**src/rtl/cec_pkg.sv**
```systemverilog
// Package for the cluster extent cache.
// Holds shared constants, operation codes and the sequencer state types.
// No dependencies.
package cec_pkg;

  localparam int DATA_W            = 32;
  localparam int OP_W              = 2;
  localparam int PADDR_W           = 2;
  localparam int CACHE_ENTRIES_DEF = 16;
  localparam int CNT_W_DEF         = $clog2(CACHE_ENTRIES_DEF + 1);

  localparam logic [OP_W-1:0] OP_LOOKUP = 2'd0;
  localparam logic [OP_W-1:0] OP_INSERT = 2'd1;
  localparam logic [OP_W-1:0] OP_CLEAR  = 2'd2;

  localparam logic [PADDR_W-1:0] ADDR_START_CLUS = 2'd0;

  typedef enum logic [2:0] {
    ST_IDLE,
    ST_SCAN,
    ST_MREAD,
    ST_MCHK,
    ST_UPD,
    ST_INSW,
    ST_RESP
  } state_t;

  // rank rewrite modes of the update pass
  typedef enum logic [1:0] {
    UPD_FRONT,
    UPD_FREE,
    UPD_FULL
  } upd_mode_t;

endpackage

```
**src/rtl/cec_in_if.sv**
```systemverilog
// Request channel of the cluster extent cache: valid/ready plus request payload.
// Depends on cec_pkg.
interface cec_in_if;
  logic                        valid;
  logic                        ready;
  logic [cec_pkg::OP_W-1:0]    op;
  logic [cec_pkg::DATA_W-1:0]  file_clus;
  logic [cec_pkg::DATA_W-1:0]  disk_cluster_in;

  modport source (output valid, op, file_clus, disk_cluster_in, input ready);
  modport sink   (input valid, op, file_clus, disk_cluster_in, output ready);
endinterface

```
**src/rtl/cec_out_if.sv**
```systemverilog
// Result channel of the cluster extent cache: valid/ready plus result payload.
// Depends on cec_pkg.
interface cec_out_if #(
  parameter int CNT_W = cec_pkg::CNT_W_DEF
);
  logic                        valid;
  logic                        ready;
  logic                        hit;
  logic [cec_pkg::DATA_W-1:0]  result_disk_cluster;
  logic [cec_pkg::DATA_W-1:0]  walk_start;
  logic [CNT_W-1:0]            entries_used;

  modport source (output valid, hit, result_disk_cluster, walk_start, entries_used,
                  input ready);
  modport sink   (input valid, hit, result_disk_cluster, walk_start, entries_used,
                  output ready);
endinterface

```
**src/rtl/cec_ram.sv**
```systemverilog
// Generic simple dual-port RAM: one write port, one read port, registered read.
// No dependencies.
module cec_ram #(
  parameter int WIDTH = 32,
  parameter int DEPTH = 16
) (
  input  logic                                clk,
  input  logic                                we,
  input  logic [(DEPTH > 1 ? $clog2(DEPTH) : 1)-1:0] waddr,
  input  logic [WIDTH-1:0]                    wdata,
  input  logic [(DEPTH > 1 ? $clog2(DEPTH) : 1)-1:0] raddr,
  output logic [WIDTH-1:0]                    rdata
);

  logic [WIDTH-1:0] mem [DEPTH];

  always_ff @(posedge clk) begin
    if (we) begin
      mem[waddr] <= wdata;
    end
    rdata <= mem[raddr];
  end

endmodule

```
**src/rtl/cluster_extent_cache.sv**
```systemverilog
// Cluster extent cache top level: sequencer, scan logic, APB register, output stage.
// Depends on cec_pkg, cec_in_if, cec_out_if and cec_ram.
//
// Recency-ordered cache of up to CACHE_ENTRIES extents, each mapping a run of
// file clusters to a run of disk clusters. All entries live in one RAM that
// is visited one slot per cycle by a single compare/update datapath. A lookup
// miss scans the valid entries; a lookup hit scans them, then runs a pass
// that reorders the recency ranks; an insert runs a rank pass over the
// entries and/or writes the new entry; a lookup of cluster 0, a clear or an
// unused op code goes straight to the result. One transaction is in flight
// at a time, and the next request is taken as soon as the result has moved
// to the output register. No reset sweep: entries are only read below the valid count.
// The start cluster register sits at APB address 0 and resets to 0.
module cluster_extent_cache #(
  parameter int CACHE_ENTRIES = cec_pkg::CACHE_ENTRIES_DEF
) (
  input  logic                          clk,
  input  logic                          rst_n,
  cec_in_if.sink                        in_ch,
  cec_out_if.source                     out_ch,
  input  logic                          psel,
  input  logic                          penable,
  input  logic                          pwrite,
  input  logic [cec_pkg::PADDR_W-1:0]   paddr,
  input  logic [cec_pkg::DATA_W-1:0]    pwdata,
  output logic [cec_pkg::DATA_W-1:0]    prdata,
  output logic                          pready
);

  localparam int DW = cec_pkg::DATA_W;
  localparam int IW = (CACHE_ENTRIES > 1) ? $clog2(CACHE_ENTRIES) : 1;
  localparam int CW = $clog2(CACHE_ENTRIES + 1);
  localparam int EW = 3 * DW + IW;
  localparam logic [CW-1:0] FULL_CNT = CW'(CACHE_ENTRIES);

  // control state
  cec_pkg::state_t    state_r, state_nxt;
  cec_pkg::upd_mode_t mode_r, mode_nxt;
  logic [DW-1:0]      start_clus_r;
  logic [CW-1:0]      vc_r, vc_nxt;
  logic [IW-1:0]      ns_r, ns_nxt;
  logic               nv_r, nv_nxt;
  logic [CW-1:0]      idx_r, idx_nxt;
  logic               dv_r, dv_nxt;
  logic               out_valid_r, out_valid_nxt;

  // datapath registers
  logic [IW-1:0]      eidx_r, eidx_nxt;
  logic [DW-1:0]      fc_r, fc_nxt;
  logic [DW-1:0]      dc_r, dc_nxt;
  logic               fnd_v_r, fnd_v_nxt;
  logic [IW-1:0]      fnd_slot_r, fnd_slot_nxt;
  logic [IW-1:0]      fnd_rank_r, fnd_rank_nxt;
  logic [DW-1:0]      fnd_fs_r, fnd_fs_nxt;
  logic [DW-1:0]      fnd_ds_r, fnd_ds_nxt;
  logic               bst_v_r, bst_v_nxt;
  logic [IW-1:0]      bst_slot_r, bst_slot_nxt;
  logic [IW-1:0]      bst_rank_r, bst_rank_nxt;
  logic [DW-1:0]      bst_fs_r, bst_fs_nxt;
  logic [DW-1:0]      bst_ds_r, bst_ds_nxt;
  logic [DW-1:0]      bst_ex_r, bst_ex_nxt;
  logic [IW-1:0]      tgt_slot_r, tgt_slot_nxt;
  logic [IW-1:0]      tgt_rank_r, tgt_rank_nxt;
  logic               merge_r, merge_nxt;
  logic               res_hit_r, res_hit_nxt;
  logic [DW-1:0]      res_dc_r, res_dc_nxt;
  logic [DW-1:0]      res_walk_r, res_walk_nxt;
  logic               out_hit_r, out_hit_nxt;
  logic [DW-1:0]      out_dc_r, out_dc_nxt;
  logic [DW-1:0]      out_walk_r, out_walk_nxt;
  logic [CW-1:0]      out_used_r, out_used_nxt;

  // entry RAM
  logic               ram_we;
  logic [IW-1:0]      ram_waddr;
  logic [EW-1:0]      ram_wdata;
  logic [IW-1:0]      ram_raddr;
  logic [EW-1:0]      ram_rdata;

  logic [DW-1:0]      rd_fs, rd_ds, rd_ex;
  logic [IW-1:0]      rd_rank;
  logic               rd_covers, rd_lower, mrg_ok;
  cec_pkg::upd_mode_t ins_mode;
  cec_pkg::state_t    ins_state;
  logic               in_fire;

  cec_ram #(
    .WIDTH (EW),
    .DEPTH (CACHE_ENTRIES)
  ) u_ram (
    .clk   (clk),
    .we    (ram_we),
    .waddr (ram_waddr),
    .wdata (ram_wdata),
    .raddr (ram_raddr),
    .rdata (ram_rdata)
  );

  assign rd_fs   = ram_rdata[DW-1:0];
  assign rd_ds   = ram_rdata[2*DW-1:DW];
  assign rd_ex   = ram_rdata[3*DW-1:2*DW];
  assign rd_rank = ram_rdata[EW-1:3*DW];

  assign rd_covers = ({1'b0, rd_fs} <= {1'b0, fc_r}) &&
                     (({1'b0, rd_fs} + {1'b0, rd_ex}) >= {1'b0, fc_r});
  assign rd_lower  = rd_fs < fc_r;
  assign mrg_ok    = (({1'b0, rd_fs} + {1'b0, rd_ex} + 33'd1) == {1'b0, fc_r}) &&
                     (({1'b0, rd_ds} + {1'b0, rd_ex} + 33'd1) == {1'b0, dc_r});

  assign ins_mode  = (vc_r < FULL_CNT) ? cec_pkg::UPD_FREE : cec_pkg::UPD_FULL;
  assign ins_state = (vc_r == '0) ? cec_pkg::ST_INSW : cec_pkg::ST_UPD;

  assign in_ch.ready = (state_r == cec_pkg::ST_IDLE);
  assign in_fire     = in_ch.valid && in_ch.ready;

  assign out_ch.valid               = out_valid_r;
  assign out_ch.hit                 = out_hit_r;
  assign out_ch.result_disk_cluster = out_dc_r;
  assign out_ch.walk_start          = out_walk_r;
  assign out_ch.entries_used        = out_used_r;

  assign pready = 1'b1;
  assign prdata = start_clus_r;

  always_comb begin
    state_nxt     = state_r;
    mode_nxt      = mode_r;
    vc_nxt        = vc_r;
    ns_nxt        = ns_r;
    nv_nxt        = nv_r;
    idx_nxt       = idx_r;
    dv_nxt        = 1'b0;
    eidx_nxt      = idx_r[IW-1:0];
    fc_nxt        = fc_r;
    dc_nxt        = dc_r;
    fnd_v_nxt     = fnd_v_r;
    fnd_slot_nxt  = fnd_slot_r;
    fnd_rank_nxt  = fnd_rank_r;
    fnd_fs_nxt    = fnd_fs_r;
    fnd_ds_nxt    = fnd_ds_r;
    bst_v_nxt     = bst_v_r;
    bst_slot_nxt  = bst_slot_r;
    bst_rank_nxt  = bst_rank_r;
    bst_fs_nxt    = bst_fs_r;
    bst_ds_nxt    = bst_ds_r;
    bst_ex_nxt    = bst_ex_r;
    tgt_slot_nxt  = tgt_slot_r;
    tgt_rank_nxt  = tgt_rank_r;
    merge_nxt     = merge_r;
    res_hit_nxt   = res_hit_r;
    res_dc_nxt    = res_dc_r;
    res_walk_nxt  = res_walk_r;
    out_valid_nxt = out_valid_r && !out_ch.ready;
    out_hit_nxt   = out_hit_r;
    out_dc_nxt    = out_dc_r;
    out_walk_nxt  = out_walk_r;
    out_used_nxt  = out_used_r;
    ram_we        = 1'b0;
    ram_waddr     = eidx_r;
    ram_wdata     = ram_rdata;
    ram_raddr     = idx_r[IW-1:0];

    // slot read issue shared by scan and update passes
    if ((state_r == cec_pkg::ST_SCAN || state_r == cec_pkg::ST_UPD) && idx_r < vc_r) begin
      dv_nxt  = 1'b1;
      idx_nxt = idx_r + 1'b1;
    end

    unique case (state_r)
      cec_pkg::ST_IDLE: begin
        if (in_fire) begin
          fc_nxt       = in_ch.file_clus;
          dc_nxt       = in_ch.disk_cluster_in;
          res_hit_nxt  = 1'b0;
          res_dc_nxt   = '0;
          res_walk_nxt = '0;
          idx_nxt      = '0;
          fnd_v_nxt    = 1'b0;
          bst_v_nxt    = 1'b0;
          merge_nxt    = 1'b0;
          state_nxt    = cec_pkg::ST_RESP;
          if (in_ch.op == cec_pkg::OP_LOOKUP) begin
            if (in_ch.file_clus == '0) begin
              res_hit_nxt = 1'b1;
              res_dc_nxt  = start_clus_r;
            end else begin
              state_nxt = cec_pkg::ST_SCAN;
            end
          end else if (in_ch.op == cec_pkg::OP_INSERT) begin
            res_dc_nxt   = in_ch.disk_cluster_in;
            res_walk_nxt = in_ch.file_clus;
            tgt_slot_nxt = ns_r;
            nv_nxt       = 1'b0;
            ns_nxt       = '0;
            if (nv_r && (CW'(ns_r) < vc_r)) begin
              state_nxt = cec_pkg::ST_MREAD;
            end else begin
              mode_nxt  = ins_mode;
              state_nxt = ins_state;
            end
          end else if (in_ch.op == cec_pkg::OP_CLEAR) begin
            vc_nxt = '0;
            nv_nxt = 1'b0;
            ns_nxt = '0;
          end
        end
      end

      cec_pkg::ST_SCAN: begin
        if (dv_r) begin
          if (rd_covers) begin
            if (!fnd_v_r || rd_rank < fnd_rank_r) begin
              fnd_v_nxt    = 1'b1;
              fnd_slot_nxt = eidx_r;
              fnd_rank_nxt = rd_rank;
              fnd_fs_nxt   = rd_fs;
              fnd_ds_nxt   = rd_ds;
            end
          end else if (rd_lower && (!bst_v_r || rd_fs > bst_fs_r ||
                                    (rd_fs == bst_fs_r && rd_rank < bst_rank_r))) begin
            bst_v_nxt    = 1'b1;
            bst_slot_nxt = eidx_r;
            bst_rank_nxt = rd_rank;
            bst_fs_nxt   = rd_fs;
            bst_ds_nxt   = rd_ds;
            bst_ex_nxt   = rd_ex;
          end
        end else if (idx_r == vc_r) begin
          if (fnd_v_r) begin
            res_hit_nxt  = 1'b1;
            res_dc_nxt   = fnd_ds_r + (fc_r - fnd_fs_r);
            res_walk_nxt = fc_r;
            tgt_slot_nxt = fnd_slot_r;
            tgt_rank_nxt = fnd_rank_r;
            mode_nxt     = cec_pkg::UPD_FRONT;
            idx_nxt      = '0;
            state_nxt    = cec_pkg::ST_UPD;
          end else if (bst_v_r) begin
            res_dc_nxt   = bst_ds_r + bst_ex_r;
            res_walk_nxt = bst_fs_r + bst_ex_r;
            ns_nxt       = bst_slot_r;
            nv_nxt       = 1'b1;
            state_nxt    = cec_pkg::ST_RESP;
          end else begin
            res_dc_nxt   = start_clus_r;
            res_walk_nxt = '0;
            ns_nxt       = '0;
            nv_nxt       = 1'b0;
            state_nxt    = cec_pkg::ST_RESP;
          end
        end
      end

      cec_pkg::ST_MREAD: begin
        ram_raddr = tgt_slot_r;
        state_nxt = cec_pkg::ST_MCHK;
      end

      cec_pkg::ST_MCHK: begin
        idx_nxt = '0;
        if (mrg_ok) begin
          tgt_rank_nxt = rd_rank;
          merge_nxt    = 1'b1;
          mode_nxt     = cec_pkg::UPD_FRONT;
          state_nxt    = cec_pkg::ST_UPD;
        end else begin
          mode_nxt  = ins_mode;
          state_nxt = ins_state;
        end
      end

      cec_pkg::ST_UPD: begin
        if (dv_r) begin
          ram_we = 1'b1;
          unique case (mode_r)
            cec_pkg::UPD_FRONT: begin
              if (eidx_r == tgt_slot_r) begin
                ram_wdata[EW-1:3*DW] = '0;
                if (merge_r && rd_ex != '1) begin
                  ram_wdata[3*DW-1:2*DW] = rd_ex + 1'b1;
                end
              end else if (rd_rank < tgt_rank_r) begin
                ram_wdata[EW-1:3*DW] = rd_rank + 1'b1;
              end
            end
            cec_pkg::UPD_FREE: begin
              ram_wdata[EW-1:3*DW] = rd_rank + 1'b1;
            end
            cec_pkg::UPD_FULL: begin
              if (CW'(rd_rank) == vc_r - 1'b1) begin
                ram_wdata = {{IW{1'b0}}, {DW{1'b0}}, dc_r, fc_r};
              end else begin
                ram_wdata[EW-1:3*DW] = rd_rank + 1'b1;
              end
            end
            default: begin
              ram_we = 1'b0;
            end
          endcase
        end else if (idx_r == vc_r) begin
          state_nxt = (mode_r == cec_pkg::UPD_FREE) ? cec_pkg::ST_INSW : cec_pkg::ST_RESP;
        end
      end

      cec_pkg::ST_INSW: begin
        ram_we    = 1'b1;
        ram_waddr = vc_r[IW-1:0];
        ram_wdata = {{IW{1'b0}}, {DW{1'b0}}, dc_r, fc_r};
        vc_nxt    = vc_r + 1'b1;
        state_nxt = cec_pkg::ST_RESP;
      end

      cec_pkg::ST_RESP: begin
        if (!out_valid_r || out_ch.ready) begin
          out_valid_nxt = 1'b1;
          out_hit_nxt   = res_hit_r;
          out_dc_nxt    = res_dc_r;
          out_walk_nxt  = res_walk_r;
          out_used_nxt  = vc_r;
          state_nxt     = cec_pkg::ST_IDLE;
        end
      end

      default: begin
        state_nxt = cec_pkg::ST_IDLE;
      end
    endcase
  end

  always_ff @(posedge clk) begin
    if (!rst_n) begin
      state_r      <= cec_pkg::ST_IDLE;
      mode_r       <= cec_pkg::UPD_FRONT;
      start_clus_r <= '0;
      vc_r         <= '0;
      ns_r         <= '0;
      nv_r         <= 1'b0;
      idx_r        <= '0;
      dv_r         <= 1'b0;
      out_valid_r  <= 1'b0;
    end else begin
      state_r     <= state_nxt;
      mode_r      <= mode_nxt;
      vc_r        <= vc_nxt;
      ns_r        <= ns_nxt;
      nv_r        <= nv_nxt;
      idx_r       <= idx_nxt;
      dv_r        <= dv_nxt;
      out_valid_r <= out_valid_nxt;
      if (psel && penable && pwrite && pready && paddr == cec_pkg::ADDR_START_CLUS) begin
        start_clus_r <= pwdata;
      end
    end
  end

  always_ff @(posedge clk) begin
    eidx_r     <= eidx_nxt;
    fc_r       <= fc_nxt;
    dc_r       <= dc_nxt;
    fnd_v_r    <= fnd_v_nxt;
    fnd_slot_r <= fnd_slot_nxt;
    fnd_rank_r <= fnd_rank_nxt;
    fnd_fs_r   <= fnd_fs_nxt;
    fnd_ds_r   <= fnd_ds_nxt;
    bst_v_r    <= bst_v_nxt;
    bst_slot_r <= bst_slot_nxt;
    bst_rank_r <= bst_rank_nxt;
    bst_fs_r   <= bst_fs_nxt;
    bst_ds_r   <= bst_ds_nxt;
    bst_ex_r   <= bst_ex_nxt;
    tgt_slot_r <= tgt_slot_nxt;
    tgt_rank_r <= tgt_rank_nxt;
    merge_r    <= merge_nxt;
    res_hit_r  <= res_hit_nxt;
    res_dc_r   <= res_dc_nxt;
    res_walk_r <= res_walk_nxt;
    out_hit_r  <= out_hit_nxt;
    out_dc_r   <= out_dc_nxt;
    out_walk_r <= out_walk_nxt;
    out_used_r <= out_used_nxt;
  end

endmodule
```
**src/flat_wrapper.sv**
```systemverilog
// flat-port wrapper written by rule: the top's interface ports become plain ports
module cluster_extent_cache_flat 
#(
  parameter int CACHE_ENTRIES = cec_pkg::CACHE_ENTRIES_DEF
)
  (clk, rst_n, psel, penable, pwrite, paddr, pwdata, prdata, pready, in_ch_valid, in_ch_op, in_ch_file_clus, in_ch_disk_cluster_in, in_ch_ready, out_ch_valid, out_ch_hit, out_ch_result_disk_cluster, out_ch_walk_start, out_ch_entries_used, out_ch_ready);
  cec_in_if in_ch_i ();
  cec_out_if out_ch_i ();
  input  logic clk;
  input  logic rst_n;
  input  logic psel;
  input  logic penable;
  input  logic pwrite;
  input  logic [cec_pkg::PADDR_W-1:0] paddr;
  input  logic [cec_pkg::DATA_W-1:0] pwdata;
  output logic [cec_pkg::DATA_W-1:0] prdata;
  output logic pready;
  input wire logic [$bits(in_ch_i.valid)-1:0] in_ch_valid;
  input wire logic [$bits(in_ch_i.op)-1:0] in_ch_op;
  input wire logic [$bits(in_ch_i.file_clus)-1:0] in_ch_file_clus;
  input wire logic [$bits(in_ch_i.disk_cluster_in)-1:0] in_ch_disk_cluster_in;
  output wire logic [$bits(in_ch_i.ready)-1:0] in_ch_ready;
  output wire logic [$bits(out_ch_i.valid)-1:0] out_ch_valid;
  output wire logic [$bits(out_ch_i.hit)-1:0] out_ch_hit;
  output wire logic [$bits(out_ch_i.result_disk_cluster)-1:0] out_ch_result_disk_cluster;
  output wire logic [$bits(out_ch_i.walk_start)-1:0] out_ch_walk_start;
  output wire logic [$bits(out_ch_i.entries_used)-1:0] out_ch_entries_used;
  input wire logic [$bits(out_ch_i.ready)-1:0] out_ch_ready;
  assign in_ch_i.valid = in_ch_valid;
  assign in_ch_i.op = in_ch_op;
  assign in_ch_i.file_clus = in_ch_file_clus;
  assign in_ch_i.disk_cluster_in = in_ch_disk_cluster_in;
  assign in_ch_ready = in_ch_i.ready;
  assign out_ch_valid = out_ch_i.valid;
  assign out_ch_hit = out_ch_i.hit;
  assign out_ch_result_disk_cluster = out_ch_i.result_disk_cluster;
  assign out_ch_walk_start = out_ch_i.walk_start;
  assign out_ch_entries_used = out_ch_i.entries_used;
  assign out_ch_i.ready = out_ch_ready;
  cluster_extent_cache #(.CACHE_ENTRIES(CACHE_ENTRIES)) u_core (.clk(clk), .rst_n(rst_n), .in_ch(in_ch_i), .out_ch(out_ch_i), .psel(psel), .penable(penable), .pwrite(pwrite), .paddr(paddr), .pwdata(pwdata), .prdata(prdata), .pready(pready));
endmodule
```
**config.mk**
```make
export PLATFORM = sky130hd
export DESIGN_NAME = cluster_extent_cache_flat
export DESIGN_NICKNAME = d
export VERILOG_FILES = /design/src/rtl/cec_pkg.sv /design/src/rtl/cec_in_if.sv /design/src/rtl/cec_out_if.sv /design/src/rtl/cec_ram.sv /design/src/rtl/cluster_extent_cache.sv /design/src/flat_wrapper.sv
export SDC_FILE = /design/constraint.sdc
export NUM_CORES = 2
export LEC_CHECK = 0
export ABC_CLOCK_PERIOD_IN_PS = 47700
export BUFFER_PORTS_ARGS = -buffer_cell sky130_fd_sc_hd__buf_2
export CAP_MARGIN = 15
export CORE_AREA = 3 3 427 746
export CTS_BUF_LIST = sky130_fd_sc_hd__clkbuf_4 sky130_fd_sc_hd__clkbuf_8 sky130_fd_sc_hd__clkbuf_16
export CTS_CLUSTER_DIAMETER = 30
export DETAILED_ROUTE_END_ITERATION = 8
export DIE_AREA = 0 0 430 749
export PLACE_DENSITY = 0.55
export SLEW_MARGIN = 20
export SYNTH_ARGS = -nofsm -noshare
export SYNTH_HDL_FRONTEND = slang
export SYNTH_SLANG_ARGS = --single-unit
```
**constraint.sdc**
```tcl
create_clock -name clk -period 47.7 [get_ports clk]
set_clock_uncertainty 0.2 [all_clocks]
set_input_delay 4.77 -clock clk [delete_from_list [all_inputs] [get_ports clk]]
set_output_delay 4.77 -clock clk [all_outputs]
set_load 0.01 [all_outputs]
```
==> impl_metrics.json <==
{
  "drv_slew": 0,
  "yosys_warnings": 0,
  "start_util": 0.299,
  "routed_wl_mm": 284,
  "first_pass_iters": 7,
  "dp_hpwl_mm": 184,
  "reg2reg_from": "u_core.state_r[1]",
  "layout-drive-gt1-share": 0.206,
  "status": "complete, no violations",
  "rsz0062_at_grt": "false",
  "synth_compound_area_frac": 0.0778,
  "holdCritStartpoint": "u_core.res_walk_r[12]",
  "wl_per_cell_um": 26.8,
  "synth_nets": 6382,
  "synth_xor_area_frac": 0.0206,
  "layout.nets": 6735,
  "final_cell_mix": "edfxtp_1, nand2_1, mux4_2",
  "relSlewSlack": 0.229,
  "postLayoutCellArea_um2": 108000,
  "start_kind": "input port",
  "setup_viol": 0,
  "synth_top_cell_by_area": "edfxtp_1",
  "synth_area_leaders": "edfxtp_1, mux4_2, ha_1",
  "synth_top_family_by_area": "multiplexers",
  "fin_crit_ns": 7.44,
  "fmax_mhz": 134,
  "placed_cells": 10200,
  "cts_resized": 0,
  "clock-sinks": 2144,
  "root_buffer": "clkbuf_16",
  "final_common_cell": "edfxtp_1",
  "cp.required_ns": 48.20,
  "h-tree-depth": 4,
  "total_power_w": 0.00678,
  "grt_overflow": 0,
  "leakage_nw": 37.0,
  "muxShareOfSynthArea": 0.107,
  "worstSetupEndpointType": "flop",
  "syn-cell-area_um2": 93900,
  "arrival_ns": 7.94,
  "cts_tree": "built",
  "clk_path_buf_depth": 4,
  "finalHoldViolations": 0,
  "whs_ns": 0.164,
  "grt_max_degree": 120,
  "vias_per_cell": 5.23,
  "ant_nets": 0,
  "period_share": 0.156,
  "instances_no_fill": 10600,
  "port_buffers": 210,
  "max_cap_violations": 0,
  "die_w_um": 430,
  "grtUsageTotal": 0.173,
  "yosysTopAreaCellShare": 0.635,
  "drc": 0,
  "grt_pass1_wl_mm": 408,
  "vias": 55500,
  "ys_seq_area_frac": 0.669,
  "grt_pass1_vias": 57500,
  "yosys.area_share.simple": 0.0601,
  "rows": 272,
  "syn_area_per_cell_um2": 15.8,
  "ir_drop_mv": 0.0360,
  "fin_tns_setup_ns": 0,
  "first_iter_violations": 4694,
  "cp_max_fo": 26,
  "fill_cells": 29800,
  "worst_pin_slew_ns": 1.14,
  "clkLatencyLatePin_ns": 0.91,
  "synth_adder_area_share": 0.0449,
  "cts_made_buffers": 224,
  "ys_seq_elements": 2144,
  "path_clk_slew_ns": 0.07,
  "synthArstFlopShare": 0,
  "die_h_um": 749,
  "placed_area_um2": 101000,
  "area_delta_synth_final_pct": 15.4,
  "critical_path_class": "input port to flop",
  "synth_cell_type_count": 101,
  "synthCells": 5959,
  "crit_start": "in_ch_file_clus[9]",
  "cts_hold_buffers": 0,
  "grt_antenna_before_repair": 12,
  "die_area_um2": 322000,
  "synth-edff-count": 1986,
  "post_cts_buffers": 0,
  "hold_class": "flop to flop",
  "power_density_nw_per_um2": 62.6,
  "gp_congestion": 0.969,
  "core_um2": 313000,
  "pin_count": 212,
  "synthFlopType": "edfxtp_1"
}
## state kept, by name, indices dropped and copies added (netlist names), 5 cells and up
signal                             cells
u_core.bst_ds_r                       32
u_core.bst_ex_r                       32
u_core.bst_fs_r                       32
u_core.dc_r                           32
u_core.fc_r                           32
u_core.fnd_ds_r                       32
u_core.fnd_fs_r                       32
u_core.idx_r                           5
u_core.out_ch.entries_used             5
u_core.out_ch.result_disk_cluster     32
u_core.out_ch.walk_start              32
u_core.prdata                         32
u_core.res_dc_r                       32
u_core.res_walk_r                     32
u_core.u_ram.mem                    1600
u_core.u_ram.rdata                   100
u_core.vc_r                            5
## power breakdown
| group | switching, W | internal, W |
|---|---|---|
| Clock | 0.000788 | 0.000993 |
| Sequential | 0.000159 | 0.00248 |
| Combinational | 0.00155 | 0.000815 |
| Total | 0.00249 | 0.00429 |
## worst max-delay path, stage by stage
cell and delay [ns]:
buf_2 0.12, nor4_2 0.81, nand4_1 0.89, nor2_1 0.35
and2_1 0.16, buf_4 0.28, o21ai_0 0.14, o21ai_0 0.11
o21ai_0 0.13, a21oi_1 0.17
## cell usage after synthesis (9+ instances only)
library cell and number:
edfxtp_1 1986, nand2_1 443, mux4_2 400, ha_1 281, inv_1 248, a21oi_1 234
o21ai_0 223, clkbuf_1 210, nor2_1 199, xnor2_1 161, dfxtp_1 158, a31oi_1 138
and2_1 123, a211oi_1 120, a21o_1 72, mux2_2 71, nor3_1 62, nand4_1 58
nand3_1 56, xor2_1 56, nand2b_1 51, nor2b_1 44, a22oi_1 43, buf_1 43
a21boi_0 40, o21a_1 36, fa_1 35, and3_1 33, a221oi_1 31, mux2i_1 25
nor4_1 24, o211ai_1 16, o21bai_1 15, o31ai_1 13, and4_1 10, or3_1 10
nand3b_1 9, o2111ai_1 9, o21ai_1 9, or2_2 9
## worst paths after layout
kind,cells past startpoint,to,slack (ns)
setup / recovery,10,u_core.res_dc_r[29],40.26
hold / removal,0,u_core.out_ch.walk_start[12],0.16
setup reg to reg,12,u_core.u_ram.rdata[0],40.31
hold reg to reg,0,u_core.out_ch.walk_start[12],0.16
## final cells by class
cell class | count | area (µm²) | area share
antenna | 5 | 12.5 | 0.000115
clock buffer | 263 | 5960 | 0.0550
sequential | 2144 | 62800 | 0.580
timing repair buffer | 385 | 2450 | 0.0226
inverter | 251 | 942 | 0.00870
multi-input combinational | 3306 | 29500 | 0.272
clock inverter | 145 | 1540 | 0.0142
tap | 4110 | 5140 | 0.0475
## stage by stage
stage	setup WS (ns)	utilization
finish	40.26	0.346
global placement	39.36	0.321
global route	40.00	0.346
floorplan	31.34	-
CTS	40.30	0.345
detailed placement	39.44	0.321
## cell families (layout without fill, tap and decap cells)
logic type | Yosys count | after routing
and+or+nand+nor | 1161 | 1161
adders and majority gates | 316 | 316
DFF | 2144 | 2144
AOI/OAI and AO/OA | 1113 | 1113
buffers and inverters | 509 | 1044
muxes | 496 | 496
xor gates and xnor gates | 219 | 219
other | 1 | 6
## metal layers
layer	routed length (µm)	GRT usage
met1	105000	0.194
met2	150000	0.320
met3	12300	0.0163
met4	16900	0.0919
met5	24	0
Power figures use the tool's default switching activity.
